### src/design/mtp_pkg.sv
`default_nettype none
package mtp_pkg;

   localparam int NumPatches       = 128;
   localparam int NumChannels      = 16;
   localparam int MaxQuantityBytes = 4;
   localparam int QueueDepth       = 4;
   localparam int PatchWidth       = $clog2(NumPatches);
   localparam int ChanWidth        = $clog2(NumChannels);
   localparam int EntryWidth       = 2 * PatchWidth + 1;

   localparam logic [7:0] ST_META   = 8'hFF;
   localparam logic [7:0] ST_SYSEX  = 8'hF0;
   localparam logic [7:0] ST_ESCAPE = 8'hF7;
   localparam logic [3:0] CMD_NOTE_OFF   = 4'h8;
   localparam logic [3:0] CMD_NOTE_ON    = 4'h9;
   localparam logic [3:0] CMD_AFTERTOUCH = 4'hA;
   localparam logic [3:0] CMD_PROGRAM    = 4'hC;
   localparam logic [3:0] CMD_PRESSURE   = 4'hD;
   localparam logic [3:0] CMD_PITCH      = 4'hE;
   localparam logic [7:0] MT_TEXT_FIRST  = 8'h01;
   localparam logic [7:0] MT_TEXT_LAST   = 8'h07;
   localparam logic [7:0] MT_TEMPO       = 8'h51;
   localparam logic [7:0] MT_TIMESIG     = 8'h58;

   typedef enum logic [1:0] {
      MODE_TRACK = 2'd0,
      MODE_READ  = 2'd1,
      MODE_CLEAR = 2'd2
   } mode_type;

   typedef enum logic [2:0] {
      KIND_CHAN    = 3'd0,
      KIND_META    = 3'd1,
      KIND_SYSEX   = 3'd2,
      KIND_TEXT    = 3'd3,
      KIND_BADLEN  = 3'd4,
      KIND_UNKNOWN = 3'd5,
      KIND_PATCH   = 3'd6
   } kind_type;

   typedef enum logic [3:0] {
      PH_DELTA  = 4'd0,
      PH_STATUS = 4'd1,
      PH_CHAN   = 4'd2,
      PH_MTYPE  = 4'd3,
      PH_LEN    = 4'd4,
      PH_MDATA  = 4'd5,
      PH_SDATA  = 4'd6
   } phase_type;

   typedef enum logic [2:0] {
      OP_NONE  = 3'd0,
      OP_NOTE  = 3'd1,
      OP_PATCH = 3'd2,
      OP_READ  = 3'd3,
      OP_CLEAR = 3'd4
   } op_type;

   typedef enum logic [1:0] {
      RS_NEED = 2'd0,
      RS_WAIT = 2'd1,
      RS_DONE = 2'd2
   } rstate_type;

   typedef logic [3:0][7:0] cap_type;

   typedef struct packed {
      kind_type     kind;
      logic [27:0]  delta_ticks;
      logic [7:0]   command_code;
      logic [3:0]   channel;
      logic [7:0]   value_a;
      logic [7:0]   value_b;
      logic [7:0]   value_c;
      logic [7:0]   value_d;
      logic [23:0]  tempo;
      logic         last_text_byte;
      logic         patch_used;
   } rec_type;

   typedef struct packed {
      logic                  r0_v;
      rec_type               r0;
      logic                  r1_v;
      rec_type               r1;
      op_type                op;
      logic [PatchWidth-1:0] patch;
      logic [6:0]            note;
   } entry_type;

   // Build the meta event report from the captured payload
   function automatic rec_type meta_rec(logic [27:0] dt, logic [7:0] mtype, cap_type cap);
      rec_type r;
      r = '0;
      r.kind         = KIND_META;
      r.delta_ticks  = dt;
      r.command_code = mtype;
      if (mtype == MT_TEMPO) begin
         r.tempo = {cap[0], cap[1], cap[2]};
      end else if (mtype == MT_TIMESIG) begin
         r.value_a = cap[0];
         r.value_b = cap[1];
         r.value_c = cap[2];
         r.value_d = cap[3];
      end
      return r;
   endfunction

endpackage
`default_nettype wire

### src/design/mtp_if.sv
`default_nettype none
interface mtp_req_if;
   logic       valid;
   logic       ready;
   logic [1:0] mode;
   logic [7:0] data_byte;
   logic [6:0] patch_index;
   modport source (output valid, mode, data_byte, patch_index, input ready);
   modport sink (input valid, mode, data_byte, patch_index, output ready);
endinterface

interface mtp_rsp_if;
   logic        valid;
   logic        ready;
   logic [2:0]  result_kind;
   logic [27:0] delta_ticks;
   logic [7:0]  command_code;
   logic [3:0]  channel;
   logic [7:0]  value_a;
   logic [7:0]  value_b;
   logic [7:0]  value_c;
   logic [7:0]  value_d;
   logic [23:0] tempo;
   logic        last_text_byte;
   logic        patch_used;
   modport source (output valid, result_kind, delta_ticks, command_code, channel, value_a,
                   value_b, value_c, value_d, tempo, last_text_byte, patch_used,
                   input ready);
   modport sink (input valid, result_kind, delta_ticks, command_code, channel, value_a,
                 value_b, value_c, value_d, tempo, last_text_byte, patch_used,
                 output ready);
endinterface
`default_nettype wire

### src/design/mtp_ram.sv
`default_nettype none
module mtp_ram #(
   parameter int WIDTH = 8,
   parameter int DEPTH = 128
) (
   input  wire logic                     clock,
   input  wire logic                     we,
   input  wire logic [$clog2(DEPTH)-1:0] waddr,
   input  wire logic [WIDTH-1:0]         wdata,
   input  wire logic [$clog2(DEPTH)-1:0] raddr,
   output logic      [WIDTH-1:0]         rdata
);
   logic [WIDTH-1:0] mem_ff [DEPTH];
   logic [WIDTH-1:0] rdata_ff;

   assign rdata = rdata_ff;

   // Write port and registered read port
   always_ff @(posedge clock) begin
      if (we) begin
         mem_ff[waddr] <= wdata;
      end
      rdata_ff <= mem_ff[raddr];
   end
endmodule
`default_nettype wire

### src/design/mtp_fifo.sv
`default_nettype none
module mtp_fifo (
   input  wire logic               clock,
   input  wire logic               reset,
   input  wire logic               push,
   input  wire mtp_pkg::entry_type push_entry,
   input  wire logic               pop,
   output mtp_pkg::entry_type      head,
   output logic                    empty,
   output logic                    full
);
   import mtp_pkg::*;

   localparam int PtrWidth = $clog2(QueueDepth);

   entry_type           mem_ff [QueueDepth];
   logic [PtrWidth-1:0] wr_ff, wr_in, rd_ff, rd_in;
   logic [PtrWidth:0]   cnt_ff, cnt_in;

   assign head  = mem_ff[rd_ff];
   assign empty = (cnt_ff == '0);
   assign full  = (cnt_ff == (PtrWidth+1)'(QueueDepth));

   // Advance pointers and occupancy
   always_comb begin
      wr_in  = push ? wr_ff + 1'b1 : wr_ff;
      rd_in  = pop ? rd_ff + 1'b1 : rd_ff;
      cnt_in = cnt_ff + (PtrWidth+1)'(push) - (PtrWidth+1)'(pop);
   end

   always_ff @(posedge clock) begin
      if (reset) begin
         wr_ff  <= '0;
         rd_ff  <= '0;
         cnt_ff <= '0;
      end else begin
         wr_ff  <= wr_in;
         rd_ff  <= rd_in;
         cnt_ff <= cnt_in;
      end
   end

   always_ff @(posedge clock) begin
      if (push) begin
         mem_ff[wr_ff] <= push_entry;
      end
   end
endmodule
`default_nettype wire

### src/design/mtp_front.sv
`default_nettype none
module mtp_front #(
   parameter int MAX_QUANTITY_BYTES = mtp_pkg::MaxQuantityBytes
) (
   input  wire logic          clock,
   input  wire logic          reset,
   mtp_req_if.sink            req_if,
   input  wire logic          full,
   output logic               push,
   output mtp_pkg::entry_type push_entry
);
   import mtp_pkg::*;

   phase_type       phase_ff, phase_in;
   logic [27:0]     acc_ff, acc_in;
   logic [2:0]      cnt_ff, cnt_in;
   logic [27:0]     delta_ff, delta_in;
   logic [7:0]      status_ff, status_in;
   logic [7:0]      mtype_ff, mtype_in;
   logic [27:0]     rem_ff, rem_in;
   cap_type         cap_ff, cap_in;
   logic [PatchWidth-1:0] map_ff [NumChannels];
   logic [PatchWidth-1:0] map_wdata;
   logic            map_we, map_clr;

   logic            accept, track;
   logic [7:0]      b;
   logic [27:0]     qacc;
   logic [2:0]      qcnt, cnt_cap;
   logic            qdone, qover, is_chan_status, is_text;
   logic [27:0]     rem_dec;
   cap_type         cap_next;
   logic [3:0]      cmd;
   logic [ChanWidth-1:0] ch;

   assign req_if.ready = !full;
   assign accept = req_if.valid && !full;
   assign track  = accept && (mode_type'(req_if.mode) == MODE_TRACK);
   assign b      = req_if.data_byte;
   assign cmd    = status_ff[7:4];
   assign ch     = status_ff[ChanWidth-1:0];

   // Shared quantity and capture arithmetic
   always_comb begin
      qacc    = {acc_ff[20:0], b[6:0]};
      qcnt    = cnt_ff + 3'd1;
      qdone   = !b[7];
      qover   = b[7] && (int'(qcnt) >= MAX_QUANTITY_BYTES);
      rem_dec = rem_ff - 28'd1;
      cap_next = cap_ff;
      cnt_cap  = cnt_ff;
      if (!cnt_ff[2]) begin
         cap_next[cnt_ff[1:0]] = b;
         cnt_cap = qcnt;
      end
      is_chan_status = b[7] && (b[7:4] <= CMD_PITCH);
      is_text = (mtype_ff >= MT_TEXT_FIRST) && (mtype_ff <= MT_TEXT_LAST);
   end

   // Next parse phase
   always_comb begin
      phase_in = phase_ff;
      if (track) begin
         case (phase_ff)
            PH_STATUS: begin
               if (is_chan_status) phase_in = PH_CHAN;
               else if (b == ST_META) phase_in = PH_MTYPE;
               else if (b == ST_SYSEX || b == ST_ESCAPE) phase_in = PH_LEN;
               else phase_in = PH_DELTA;
            end
            PH_CHAN: phase_in = (rem_dec == '0) ? PH_DELTA : PH_CHAN;
            PH_MTYPE: phase_in = PH_LEN;
            PH_LEN: begin
               if (qover) phase_in = PH_DELTA;
               else if (!qdone) phase_in = PH_LEN;
               else if (qacc == '0) phase_in = PH_DELTA;
               else if (status_ff == ST_META) phase_in = PH_MDATA;
               else phase_in = PH_SDATA;
            end
            PH_MDATA: phase_in = (rem_dec == '0) ? PH_DELTA : PH_MDATA;
            PH_SDATA: phase_in = (rem_dec == '0) ? PH_DELTA : PH_SDATA;
            default: begin
               if (qover) phase_in = PH_DELTA;
               else if (qdone) phase_in = PH_STATUS;
               else phase_in = PH_DELTA;
            end
         endcase
      end
   end

   // Datapath updates and queue entries
   always_comb begin
      acc_in    = acc_ff;
      cnt_in    = cnt_ff;
      delta_in  = delta_ff;
      status_in = status_ff;
      mtype_in  = mtype_ff;
      rem_in    = rem_ff;
      cap_in    = cap_ff;
      map_we    = 1'b0;
      map_clr   = 1'b0;
      map_wdata = '0;
      push       = 1'b0;
      push_entry = '0;
      if (track) begin
         case (phase_ff)
            PH_STATUS: begin
               status_in = b;
               if (is_chan_status) begin
                  rem_in = (b[7:4] == CMD_PROGRAM || b[7:4] == CMD_PRESSURE) ? 28'd1 : 28'd2;
               end else if (!(b == ST_META || b == ST_SYSEX || b == ST_ESCAPE)) begin
                  push = 1'b1;
                  push_entry.r0_v = 1'b1;
                  push_entry.r0.kind = KIND_UNKNOWN;
                  push_entry.r0.delta_ticks = delta_ff;
                  push_entry.r0.command_code = b;
                  acc_in = '0;
                  cnt_in = '0;
               end
            end
            PH_CHAN: begin
               cap_in = cap_next;
               cnt_in = cnt_cap;
               rem_in = rem_dec;
               if (rem_dec == '0) begin
                  push = 1'b1;
                  push_entry.r0_v = 1'b1;
                  push_entry.r0.kind = KIND_CHAN;
                  push_entry.r0.delta_ticks = delta_ff;
                  push_entry.r0.command_code = {cmd, 4'h0};
                  push_entry.r0.channel = status_ff[3:0];
                  push_entry.r0.value_a = cap_next[0];
                  if (!(cmd == CMD_PROGRAM || cmd == CMD_PRESSURE)) begin
                     push_entry.r0.value_b = cap_next[1];
                  end
                  if (cmd == CMD_NOTE_OFF || cmd == CMD_NOTE_ON || cmd == CMD_AFTERTOUCH) begin
                     push_entry.op    = OP_NOTE;
                     push_entry.patch = map_ff[ch];
                     push_entry.note  = cap_next[0][6:0];
                  end else if (cmd == CMD_PROGRAM) begin
                     push_entry.op    = OP_PATCH;
                     push_entry.patch = cap_next[0][PatchWidth-1:0];
                     map_we    = 1'b1;
                     map_wdata = cap_next[0][PatchWidth-1:0];
                  end
                  acc_in = '0;
                  cnt_in = '0;
               end
            end
            PH_MTYPE: mtype_in = b;
            PH_LEN: begin
               if (qover) begin
                  push = 1'b1;
                  push_entry.r0_v = 1'b1;
                  push_entry.r0.kind = KIND_BADLEN;
                  push_entry.r0.delta_ticks = delta_ff;
                  push_entry.r0.command_code = status_ff;
                  acc_in = '0;
                  cnt_in = '0;
               end else if (!qdone) begin
                  acc_in = qacc;
                  cnt_in = qcnt;
               end else begin
                  rem_in = qacc;
                  acc_in = '0;
                  cnt_in = '0;
                  if (qacc == '0) begin
                     push = 1'b1;
                     push_entry.r0_v = 1'b1;
                     if (status_ff == ST_META) begin
                        push_entry.r0 = meta_rec(delta_ff, mtype_ff, cap_ff);
                     end else begin
                        push_entry.r0.kind = KIND_SYSEX;
                        push_entry.r0.delta_ticks = delta_ff;
                        push_entry.r0.command_code = status_ff;
                     end
                  end
               end
            end
            PH_MDATA: begin
               cap_in = cap_next;
               cnt_in = cnt_cap;
               rem_in = rem_dec;
               if (is_text) begin
                  push = 1'b1;
                  push_entry.r0_v = 1'b1;
                  push_entry.r0.kind = KIND_TEXT;
                  push_entry.r0.delta_ticks = delta_ff;
                  push_entry.r0.command_code = mtype_ff;
                  push_entry.r0.value_a = b;
                  push_entry.r0.last_text_byte = (rem_dec == '0);
                  if (rem_dec == '0) begin
                     push_entry.r1_v = 1'b1;
                     push_entry.r1 = meta_rec(delta_ff, mtype_ff, cap_next);
                  end
               end else if (rem_dec == '0) begin
                  push = 1'b1;
                  push_entry.r0_v = 1'b1;
                  push_entry.r0 = meta_rec(delta_ff, mtype_ff, cap_next);
               end
               if (rem_dec == '0) begin
                  acc_in = '0;
                  cnt_in = '0;
               end
            end
            PH_SDATA: begin
               rem_in = rem_dec;
               if (rem_dec == '0) begin
                  push = 1'b1;
                  push_entry.r0_v = 1'b1;
                  push_entry.r0.kind = KIND_SYSEX;
                  push_entry.r0.delta_ticks = delta_ff;
                  push_entry.r0.command_code = status_ff;
                  acc_in = '0;
                  cnt_in = '0;
               end
            end
            default: begin
               if (qover) begin
                  push = 1'b1;
                  push_entry.r0_v = 1'b1;
                  push_entry.r0.kind = KIND_BADLEN;
                  acc_in = '0;
                  cnt_in = '0;
               end else if (qdone) begin
                  delta_in = qacc;
                  acc_in   = '0;
                  cnt_in   = '0;
                  cap_in   = '0;
               end else begin
                  acc_in = qacc;
                  cnt_in = qcnt;
               end
            end
         endcase
      end else if (accept) begin
         case (mode_type'(req_if.mode))
            MODE_READ: begin
               push = 1'b1;
               push_entry.r0_v = 1'b1;
               push_entry.r0.kind = KIND_PATCH;
               push_entry.op    = OP_READ;
               push_entry.patch = req_if.patch_index[PatchWidth-1:0];
            end
            MODE_CLEAR: begin
               push = 1'b1;
               push_entry.op = OP_CLEAR;
               map_clr = 1'b1;
            end
            default: push = 1'b0;
         endcase
      end
   end

   // Hold parse state
   always_ff @(posedge clock) begin
      if (reset) begin
         phase_ff  <= PH_DELTA;
         acc_ff    <= '0;
         cnt_ff    <= '0;
         delta_ff  <= '0;
         status_ff <= '0;
         mtype_ff  <= '0;
         rem_ff    <= '0;
         cap_ff    <= '0;
      end else begin
         phase_ff  <= phase_in;
         acc_ff    <= acc_in;
         cnt_ff    <= cnt_in;
         delta_ff  <= delta_in;
         status_ff <= status_in;
         mtype_ff  <= mtype_in;
         rem_ff    <= rem_in;
         cap_ff    <= cap_in;
      end
   end

   // Channel to patch map
   always_ff @(posedge clock) begin
      for (int i = 0; i < NumChannels; i++) begin
         if (reset || map_clr) begin
            map_ff[i] <= '0;
         end else if (map_we && ch == ChanWidth'(i)) begin
            map_ff[i] <= map_wdata;
         end
      end
   end
endmodule
`default_nettype wire

### src/design/mtp_back.sv
`default_nettype none
module mtp_back (
   input  wire logic               clock,
   input  wire logic               reset,
   input  wire mtp_pkg::entry_type head,
   input  wire logic               empty,
   output logic                    pop,
   mtp_rsp_if.source               rsp_if
);
   import mtp_pkg::*;

   entry_type  cur_ff, cur_in;
   logic       cur_v_ff, cur_v_in;
   logic       second_ff, second_in;
   rstate_type rs_ff, rs_in;
   logic       out_v_ff, out_v_in;
   rec_type    out_ff, out_in;
   logic [NumPatches-1:0] pvalid_ff, pvalid_in;

   logic                  ram_we;
   logic [EntryWidth-1:0] ram_wdata, ram_rdata, ent;
   logic [6:0]            low, high, nlow, nhigh;
   logic                  used;
   logic                  out_free, emit, fire, last, load;

   mtp_ram #(.WIDTH(EntryWidth), .DEPTH(NumPatches)) u_ram (
      .clock (clock),
      .we    (ram_we),
      .waddr (cur_ff.patch),
      .wdata (ram_wdata),
      .raddr (cur_ff.patch),
      .rdata (ram_rdata)
   );

   // Entry as seen through its valid bit
   always_comb begin
      ent   = pvalid_ff[cur_ff.patch] ? ram_rdata : '0;
      low   = ent[EntryWidth-1 -: 7];
      high  = ent[7:1];
      used  = ent[0];
      nlow  = (cur_ff.note < low || low == '0) ? cur_ff.note : low;
      nhigh = (cur_ff.note > high) ? cur_ff.note : high;
   end

   // Next read state
   always_comb begin
      rs_in = rs_ff;
      case (rs_ff)
         RS_NEED: rs_in = RS_WAIT;
         RS_WAIT: rs_in = RS_DONE;
         default: rs_in = RS_DONE;
      endcase
      if (load) begin
         rs_in = (head.op == OP_NOTE || head.op == OP_PATCH || head.op == OP_READ) ?
                 RS_NEED : RS_DONE;
      end
   end

   // Table update, emission and queue pop
   always_comb begin
      out_free  = !out_v_ff || rsp_if.ready;
      emit      = second_ff || cur_ff.r0_v;
      fire      = cur_v_ff && rs_ff == RS_DONE && (!emit || out_free);
      last      = second_ff || !cur_ff.r1_v;
      load      = (!cur_v_ff || (fire && last)) && !empty;
      pop       = load;
      cur_in    = cur_ff;
      cur_v_in  = cur_v_ff;
      second_in = second_ff;
      out_v_in  = out_v_ff && !rsp_if.ready;
      out_in    = out_ff;
      pvalid_in = pvalid_ff;
      ram_we    = 1'b0;
      ram_wdata = '0;
      if (cur_v_ff && rs_ff == RS_WAIT) begin
         case (cur_ff.op)
            OP_NOTE: begin
               ram_we    = 1'b1;
               ram_wdata = {nlow, nhigh, used};
            end
            OP_PATCH: begin
               ram_we    = 1'b1;
               ram_wdata = {low, high, 1'b1};
            end
            OP_READ: begin
               cur_in.r0.value_a    = {1'b0, low};
               cur_in.r0.value_b    = {1'b0, high};
               cur_in.r0.patch_used = used;
            end
            default: ram_we = 1'b0;
         endcase
         if (ram_we) begin
            pvalid_in[cur_ff.patch] = 1'b1;
         end
      end
      if (fire) begin
         if (emit) begin
            out_v_in = 1'b1;
            out_in   = second_ff ? cur_ff.r1 : cur_ff.r0;
         end
         if (last) begin
            cur_v_in  = 1'b0;
            second_in = 1'b0;
            if (cur_ff.op == OP_CLEAR) begin
               pvalid_in = '0;
            end
         end else begin
            second_in = 1'b1;
         end
      end
      if (load) begin
         cur_in   = head;
         cur_v_in = 1'b1;
      end
   end

   always_ff @(posedge clock) begin
      if (reset) begin
         cur_v_ff  <= 1'b0;
         second_ff <= 1'b0;
         rs_ff     <= RS_DONE;
         out_v_ff  <= 1'b0;
         pvalid_ff <= '0;
      end else begin
         cur_v_ff  <= cur_v_in;
         second_ff <= second_in;
         rs_ff     <= rs_in;
         out_v_ff  <= out_v_in;
         pvalid_ff <= pvalid_in;
      end
   end

   always_ff @(posedge clock) begin
      cur_ff <= cur_in;
      out_ff <= out_in;
   end

   assign rsp_if.valid          = out_v_ff;
   assign rsp_if.result_kind    = out_ff.kind;
   assign rsp_if.delta_ticks    = out_ff.delta_ticks;
   assign rsp_if.command_code   = out_ff.command_code;
   assign rsp_if.channel        = out_ff.channel;
   assign rsp_if.value_a        = out_ff.value_a;
   assign rsp_if.value_b        = out_ff.value_b;
   assign rsp_if.value_c        = out_ff.value_c;
   assign rsp_if.value_d        = out_ff.value_d;
   assign rsp_if.tempo          = out_ff.tempo;
   assign rsp_if.last_text_byte = out_ff.last_text_byte;
   assign rsp_if.patch_used     = out_ff.patch_used;
endmodule
`default_nettype wire

### src/design/midi_track_event_parser.sv
// MIDI track event parser.
// req_if takes one request per cycle while the queue has room: mode track
// byte, patch entry read, or patch table clear. rsp_if returns event
// reports, text bytes, errors and patch entries in request order; a request
// gives zero, one or two results. A front parser decodes delta times,
// lengths and status bytes at one byte per cycle while the queue has room
// and posts work to a four-entry queue; the back end performs patch table
// accesses and drives a registered response. A note or patch change does a
// read-modify-write of the patch table RAM and a patch read reads it; each
// steps the back end through RS_NEED, RS_WAIT and RS_DONE.
// Throughput: one byte per cycle while the queue has room; the final byte of
// a text event gives two responses.
// Reset clears the parse state, the channel map and the patch entry valid
// bits at once; no clearing pass is needed.
// While rsp_if stalls, results wait in the output register and the queue;
// req_if.ready drops only when the queue is full.
`default_nettype none
module midi_track_event_parser #(
   parameter int MAX_QUANTITY_BYTES = mtp_pkg::MaxQuantityBytes
) (
   input wire logic  clock,
   input wire logic  reset,
   mtp_req_if.sink   req_if,
   mtp_rsp_if.source rsp_if
);
   import mtp_pkg::*;

   logic      q_push, q_pop, q_empty, q_full;
   entry_type q_in, q_head;

   mtp_front #(.MAX_QUANTITY_BYTES(MAX_QUANTITY_BYTES)) u_front (
      .clock      (clock),
      .reset      (reset),
      .req_if     (req_if),
      .full       (q_full),
      .push       (q_push),
      .push_entry (q_in)
   );

   mtp_fifo u_fifo (
      .clock      (clock),
      .reset      (reset),
      .push       (q_push),
      .push_entry (q_in),
      .pop        (q_pop),
      .head       (q_head),
      .empty      (q_empty),
      .full       (q_full)
   );

   mtp_back u_back (
      .clock  (clock),
      .reset  (reset),
      .head   (q_head),
      .empty  (q_empty),
      .pop    (q_pop),
      .rsp_if (rsp_if)
   );

   // Queue is never written when full nor read when empty
   a_no_overflow: assert property (@(posedge clock) disable iff (reset)
      q_push |-> !q_full) else $error("queue overflow");
   a_no_underflow: assert property (@(posedge clock) disable iff (reset)
      q_pop |-> !q_empty) else $error("queue underflow");
   a_reset_quiet: assert property (@(posedge clock)
      reset |=> !rsp_if.valid) else $error("response after reset");
endmodule
`default_nettype wire

### src/flat_wrapper.sv
// flat-port wrapper written by rule: the top's interface ports become plain ports
module midi_track_event_parser_flat import mtp_pkg::*;
#(
   parameter int MAX_QUANTITY_BYTES = mtp_pkg::MaxQuantityBytes
)
  (clock, reset, req_if_valid, req_if_mode, req_if_data_byte, req_if_patch_index, req_if_ready, rsp_if_valid, rsp_if_result_kind, rsp_if_delta_ticks, rsp_if_command_code, rsp_if_channel, rsp_if_value_a, rsp_if_value_b, rsp_if_value_c, rsp_if_value_d, rsp_if_tempo, rsp_if_last_text_byte, rsp_if_patch_used, rsp_if_ready);
  mtp_req_if req_if_i ();
  mtp_rsp_if rsp_if_i ();
  input wire logic clock;
  input wire logic reset;
  input wire logic [$bits(req_if_i.valid)-1:0] req_if_valid;
  input wire logic [$bits(req_if_i.mode)-1:0] req_if_mode;
  input wire logic [$bits(req_if_i.data_byte)-1:0] req_if_data_byte;
  input wire logic [$bits(req_if_i.patch_index)-1:0] req_if_patch_index;
  output wire logic [$bits(req_if_i.ready)-1:0] req_if_ready;
  output wire logic [$bits(rsp_if_i.valid)-1:0] rsp_if_valid;
  output wire logic [$bits(rsp_if_i.result_kind)-1:0] rsp_if_result_kind;
  output wire logic [$bits(rsp_if_i.delta_ticks)-1:0] rsp_if_delta_ticks;
  output wire logic [$bits(rsp_if_i.command_code)-1:0] rsp_if_command_code;
  output wire logic [$bits(rsp_if_i.channel)-1:0] rsp_if_channel;
  output wire logic [$bits(rsp_if_i.value_a)-1:0] rsp_if_value_a;
  output wire logic [$bits(rsp_if_i.value_b)-1:0] rsp_if_value_b;
  output wire logic [$bits(rsp_if_i.value_c)-1:0] rsp_if_value_c;
  output wire logic [$bits(rsp_if_i.value_d)-1:0] rsp_if_value_d;
  output wire logic [$bits(rsp_if_i.tempo)-1:0] rsp_if_tempo;
  output wire logic [$bits(rsp_if_i.last_text_byte)-1:0] rsp_if_last_text_byte;
  output wire logic [$bits(rsp_if_i.patch_used)-1:0] rsp_if_patch_used;
  input wire logic [$bits(rsp_if_i.ready)-1:0] rsp_if_ready;
  assign req_if_i.valid = req_if_valid;
  assign req_if_i.mode = req_if_mode;
  assign req_if_i.data_byte = req_if_data_byte;
  assign req_if_i.patch_index = req_if_patch_index;
  assign req_if_ready = req_if_i.ready;
  assign rsp_if_valid = rsp_if_i.valid;
  assign rsp_if_result_kind = rsp_if_i.result_kind;
  assign rsp_if_delta_ticks = rsp_if_i.delta_ticks;
  assign rsp_if_command_code = rsp_if_i.command_code;
  assign rsp_if_channel = rsp_if_i.channel;
  assign rsp_if_value_a = rsp_if_i.value_a;
  assign rsp_if_value_b = rsp_if_i.value_b;
  assign rsp_if_value_c = rsp_if_i.value_c;
  assign rsp_if_value_d = rsp_if_i.value_d;
  assign rsp_if_tempo = rsp_if_i.tempo;
  assign rsp_if_last_text_byte = rsp_if_i.last_text_byte;
  assign rsp_if_patch_used = rsp_if_i.patch_used;
  assign rsp_if_i.ready = rsp_if_ready;
  midi_track_event_parser #(.MAX_QUANTITY_BYTES(MAX_QUANTITY_BYTES)) u_core (.clock(clock), .reset(reset), .req_if(req_if_i), .rsp_if(rsp_if_i));
endmodule
### config.mk
export PLATFORM = sky130hd
export DESIGN_NAME = midi_track_event_parser_flat
export DESIGN_NICKNAME = d
export VERILOG_FILES = /design/src/design/mtp_pkg.sv /design/src/design/mtp_if.sv /design/src/design/mtp_ram.sv /design/src/design/mtp_fifo.sv /design/src/design/mtp_front.sv /design/src/design/mtp_back.sv /design/src/design/midi_track_event_parser.sv /design/src/flat_wrapper.sv
export SDC_FILE = /design/constraint.sdc
export NUM_CORES = 2
export LEC_CHECK = 0
export ABC_AREA = 0
export BUFFER_PORTS_ARGS = -buffer_cell sky130_fd_sc_hd__buf_4
export CORE_UTILIZATION = 40
export CTS_BUF_LIST = sky130_fd_sc_hd__clkbuf_8
export DETAILED_ROUTE_END_ITERATION = 12
export GPL_ROUTABILITY_DRIVEN = 0
export SLEW_MARGIN = 20
export SYNTH_ARGS = -nofsm -noshare
export SYNTH_HDL_FRONTEND = slang
export SYNTH_SLANG_ARGS = --single-unit
### constraint.sdc
create_clock -name clock -period 19.55 [get_ports clock]
set_clock_uncertainty 0.1 [all_clocks]
set_input_delay 0 -clock clock [delete_from_list [all_inputs] [get_ports clock]]
set_output_delay 0 -clock clock [all_outputs]
set_load 0.05 [all_outputs]
==> flow_summary.toml <==
[power_and_ir_drop]
total_power_mw = 20.12
swShare = 0.3392
vdd_drop_max_uv = 128.8
sequentialPowerShare = 0.441
combPwrFrac = 0.268
clkPwrFrac = 0.291
p_int_mw = 13.29
p_switching_mw = 6.825
power_leakage_nw = 45.13
p_per_area_mw_per_mm2 = 133.4

[global_routing]
antenna_found_initial = 18
grt_pass1_wl_um = 547700
grt_pass1_vias = 75350
grt_usage = 0.2282
grt-ovfl-total = 0
grt_max_degree = 119

[layout]
area_growth_pct = 14.54
final_nets = 8342
register_area_mm2 = 0.1016
fillCellCount = 27900
multi_input_area_mm2 = 0.02937
drive_gt1_frac = 0.1908
layout_commonest_cell = "edfxtp_1"
mostFrequentLayoutCells = "edfxtp_1, clkbuf_8, a22oi_1"

[logic_synthesis]
synth_mux_area_frac = 0.07338
synth_edf_count = 3189
syn_inst = 7469
synth_area_leaders = "edfxtp_1, mux4_2, dfxtp_1"
synth_adder_area_share = 0.003003
synth_compound_area_frac = 0.09127
yosysTopAreaCellShare = 0.7273
ys_warn_count = 0
syn_area_mm2 = 0.1317
synth-main-ff-cell = "edfxtp_1"
synth-seq-cells = 3481
synth.avg_cell_area_um2 = 17.63
synth_top_family_by_area = "compound AO/OA/AOI/OAI gates"
async_flop_share = 0
yosys.area.top_type = "edfxtp_1"
seq_area_frac_synth = 0.7717
ys_types = 87
synth-xor-area-share = 0.001929
synthSimpleGateAreaFrac = 0.04402

[clock_network]
path_clk_slew_ns = 0.06
clk_path_buf_depth = 4
cts_inserted_buffers = 564
clk_latency_ns = 1.22
cts_tree = "yes"
cts_resized = 0
cts.sinks = 3481
post_cts_buffers = 0
ctsHoldBuffers = 65
htreeDepth = 6
cts_root_buf = "clkbuf_8"

[critical_path]
crit_path_max_incr_delay_ns = 0.88
crit_path_start_kind = "flop"
crit_path_frequent_cell = "buf_4"
critPathMaxFanout = 99
arrival_ns = 9.20
required_ns = 20.29
worst_setup_path_end_kind = "flop"
critPathKind = "flop to flop"
crit_chain = "buf_4 > buf_12 > buf_4 > mux4_2 > mux4_2 > mux2_2 > a21oi_1 > o21ai_1 > buf_4 > nand2_1 > ha_1 > a21oi_1 > nor2b_1 > o21ai_0 > o21ai_0 > nor2_1 > o21ai_0 > nand2_1 > nand2_1 > o21ai_4 > buf_4"
cpMaxStageDelayCell = "buf_4"

[route]
met1_length_um = 154200
wl_per_cell_um = 29.74
routed.top_layer = "met5"
vias = 76970
postRouteAntennaNets = 0
firstDrtPassIters = 7
route.met3.wl_um = 40130
drc = 0
viasPerCell = 5.885
wl_met2_um = 178900
drt_first_iter_violations = 9914
drt-total-wl_um = 388900

[timing]
max_slew_margin = 0.1718
finalMaxSlewViolations = 0
finalHoldViolations = 0
finalCritPeriodShare = 0.4329
worstMarginPinSlew_ns = 1.239
setup_tns_ns = 0
clock.fmax_ghz = 0.1182
finalCriticalPeriod_ns = 8.463
finalSetupViolations = 0
rsz0062_at_grt = "false"

[floorplan]
rows = 210
die-area_mm2 = 0.3314
die_h_um = 575.7
start_util = 0.4021
die_w_um = 575.7
core_mm2 = 0.3274
num_io_pins = 124

[place]
hpwl_um = 221800
port_buffers = 123

[min_path]
hp-class = "input port to flop"

[outcome]
status = "completed"

[job]
drv_cap = 0
## cell type report
type / count / area share
multi-input combinational: 3736 / 0.1948
inverter: 32 / 0.0007965
antenna: 8 / 0.0001328
clock buffer: 589 / 0.05376
tap: 4346 / 0.03606
clock inverter: 412 / 0.01479
timing repair buffer: 475 / 0.02580
sequential: 3481 / 0.6739
## cells in the mapped netlist (16+ instances only)
library cell	count
edfxtp_1	3189
a22oi_1	583
nor2_1	478
clkbuf_1	351
mux4_2	301
nand2_1	295
dfxtp_1	292
a21oi_1	178
a221oi_1	168
mux2_2	160
o21ai_0	158
a22o_1	146
o21a_1	139
mux2i_1	108
buf_1	89
a31oi_1	79
and2_1	74
nand4_1	74
nand2b_1	48
nor3_1	48
nand3_1	40
nor2b_1	40
nor4_1	34
a41oi_1	33
inv_1	31
ha_1	30
a32oi_1	26
o22ai_1	20
xnor2_1	17
o211ai_1	16
## critical path: cells and delay by family, from the launching register on
kind                       cells  cell delay [ns]
AOI/OAI and AO/OA              7             1.89
muxes                          3             1.41
DFF                            1             0.32
adders and majority gates      1             0.30
and+or+nand+nor                5             0.94
buffers and inverters          5             2.78
## cells by family after synthesis
| logic type | count (synthesis) |
|---|---|
| buffers and inverters | 495 |
| multiplexers | 569 |
| other | 1 |
| adder cells (fa/ha/maj) | 31 |
| XOR/XNOR | 29 |
| flip-flops | 3481 |
| AND/OR/NAND/NOR | 1217 |
| AO/OA/AOI/OAI | 1646 |
## power groups by stage
stage	clock network (mW)	logic, mW	registers [mW]
global route	6.25	5.58	8.91
finish	5.85	5.39	8.88
CTS	5.95	5.32	8.89
floorplan	0	2.84	9.19
detailed placement	0	5.29	9.04
global placement	0	5.29	9.03
## state kept, by name (all words and copies together) (netlist names), 4 cells and up, named ones only
signal,count
u_core.u_back.cur_ff,212
u_core.u_back.pvalid_ff,128
u_core.u_back.rsp_if.channel,4
u_core.u_back.rsp_if.command_code,8
u_core.u_back.rsp_if.delta_ticks,28
u_core.u_back.rsp_if.tempo,24
u_core.u_back.rsp_if.value_a,8
u_core.u_back.rsp_if.value_b,8
u_core.u_back.rsp_if.value_c,8
u_core.u_back.rsp_if.value_d,8
u_core.u_back.u_ram.mem_ff,1920
u_core.u_back.u_ram.rdata,15
u_core.u_fifo.mem_ff,844
u_core.u_front.acc_ff,21
u_core.u_front.cap_ff,32
u_core.u_front.delta_ff,28
u_core.u_front.map_ff,112
u_core.u_front.mtype_ff,8
u_core.u_front.rem_ff,28
u_core.u_front.status_ff,8
## path summary, 6_finish.rpt
| check | start | to | slack [ns] | cells past startpoint |
|---|---|---|---|---|
| min | req_if_data_byte[7] | u_core.u_fifo.mem_ff[3][144]$_DFFE_PP_ | 0.14 | 4 |
| max reg2reg | u_core.u_back.cur_ff[7]$_DFFE_PP_ | u_core.u_back.u_ram.mem_ff[20][3]$_DFFE_PP_ | 11.09 | 21 |
| min reg2reg | u_core.u_back.pvalid_ff[50]$_SDFF_PP0_ | u_core.u_back.pvalid_ff[50]$_SDFF_PP0_ | 0.36 | 1 |
| max | u_core.u_back.cur_ff[7]$_DFFE_PP_ | u_core.u_back.u_ram.mem_ff[20][3]$_DFFE_PP_ | 11.09 | 21 |
## through the flow
stage | instance area, um^2 | hold WS, ns | instances | utilization | setup slack (ns)
finish | 150800 | 0.1381 | 13080 | 0.4606 | 11.09
detailed placement | 139800 | 0.2974 | 12010 | 0.4270 | 11.26
global placement | 139800 | 0.2896 | 12010 | 0.4269 | 11.20
floorplan | 132600 | 0.1112 | 7712 | - | 9.125
CTS | 150800 | 0.003313 | 13070 | 0.4605 | 11.25
global route | 150800 | 0.08510 | 13070 | 0.4606 | 10.85
## routing by layer
metal / global-route usage / up-vias
li1: - / 31860
met1: 0.3100 / 39670
met2: 0.3585 / 4593
met3: 0.05060 / 854
met4: 0.08869 / 4
met5: 0 / -
(Power assumes the default switching activity.)
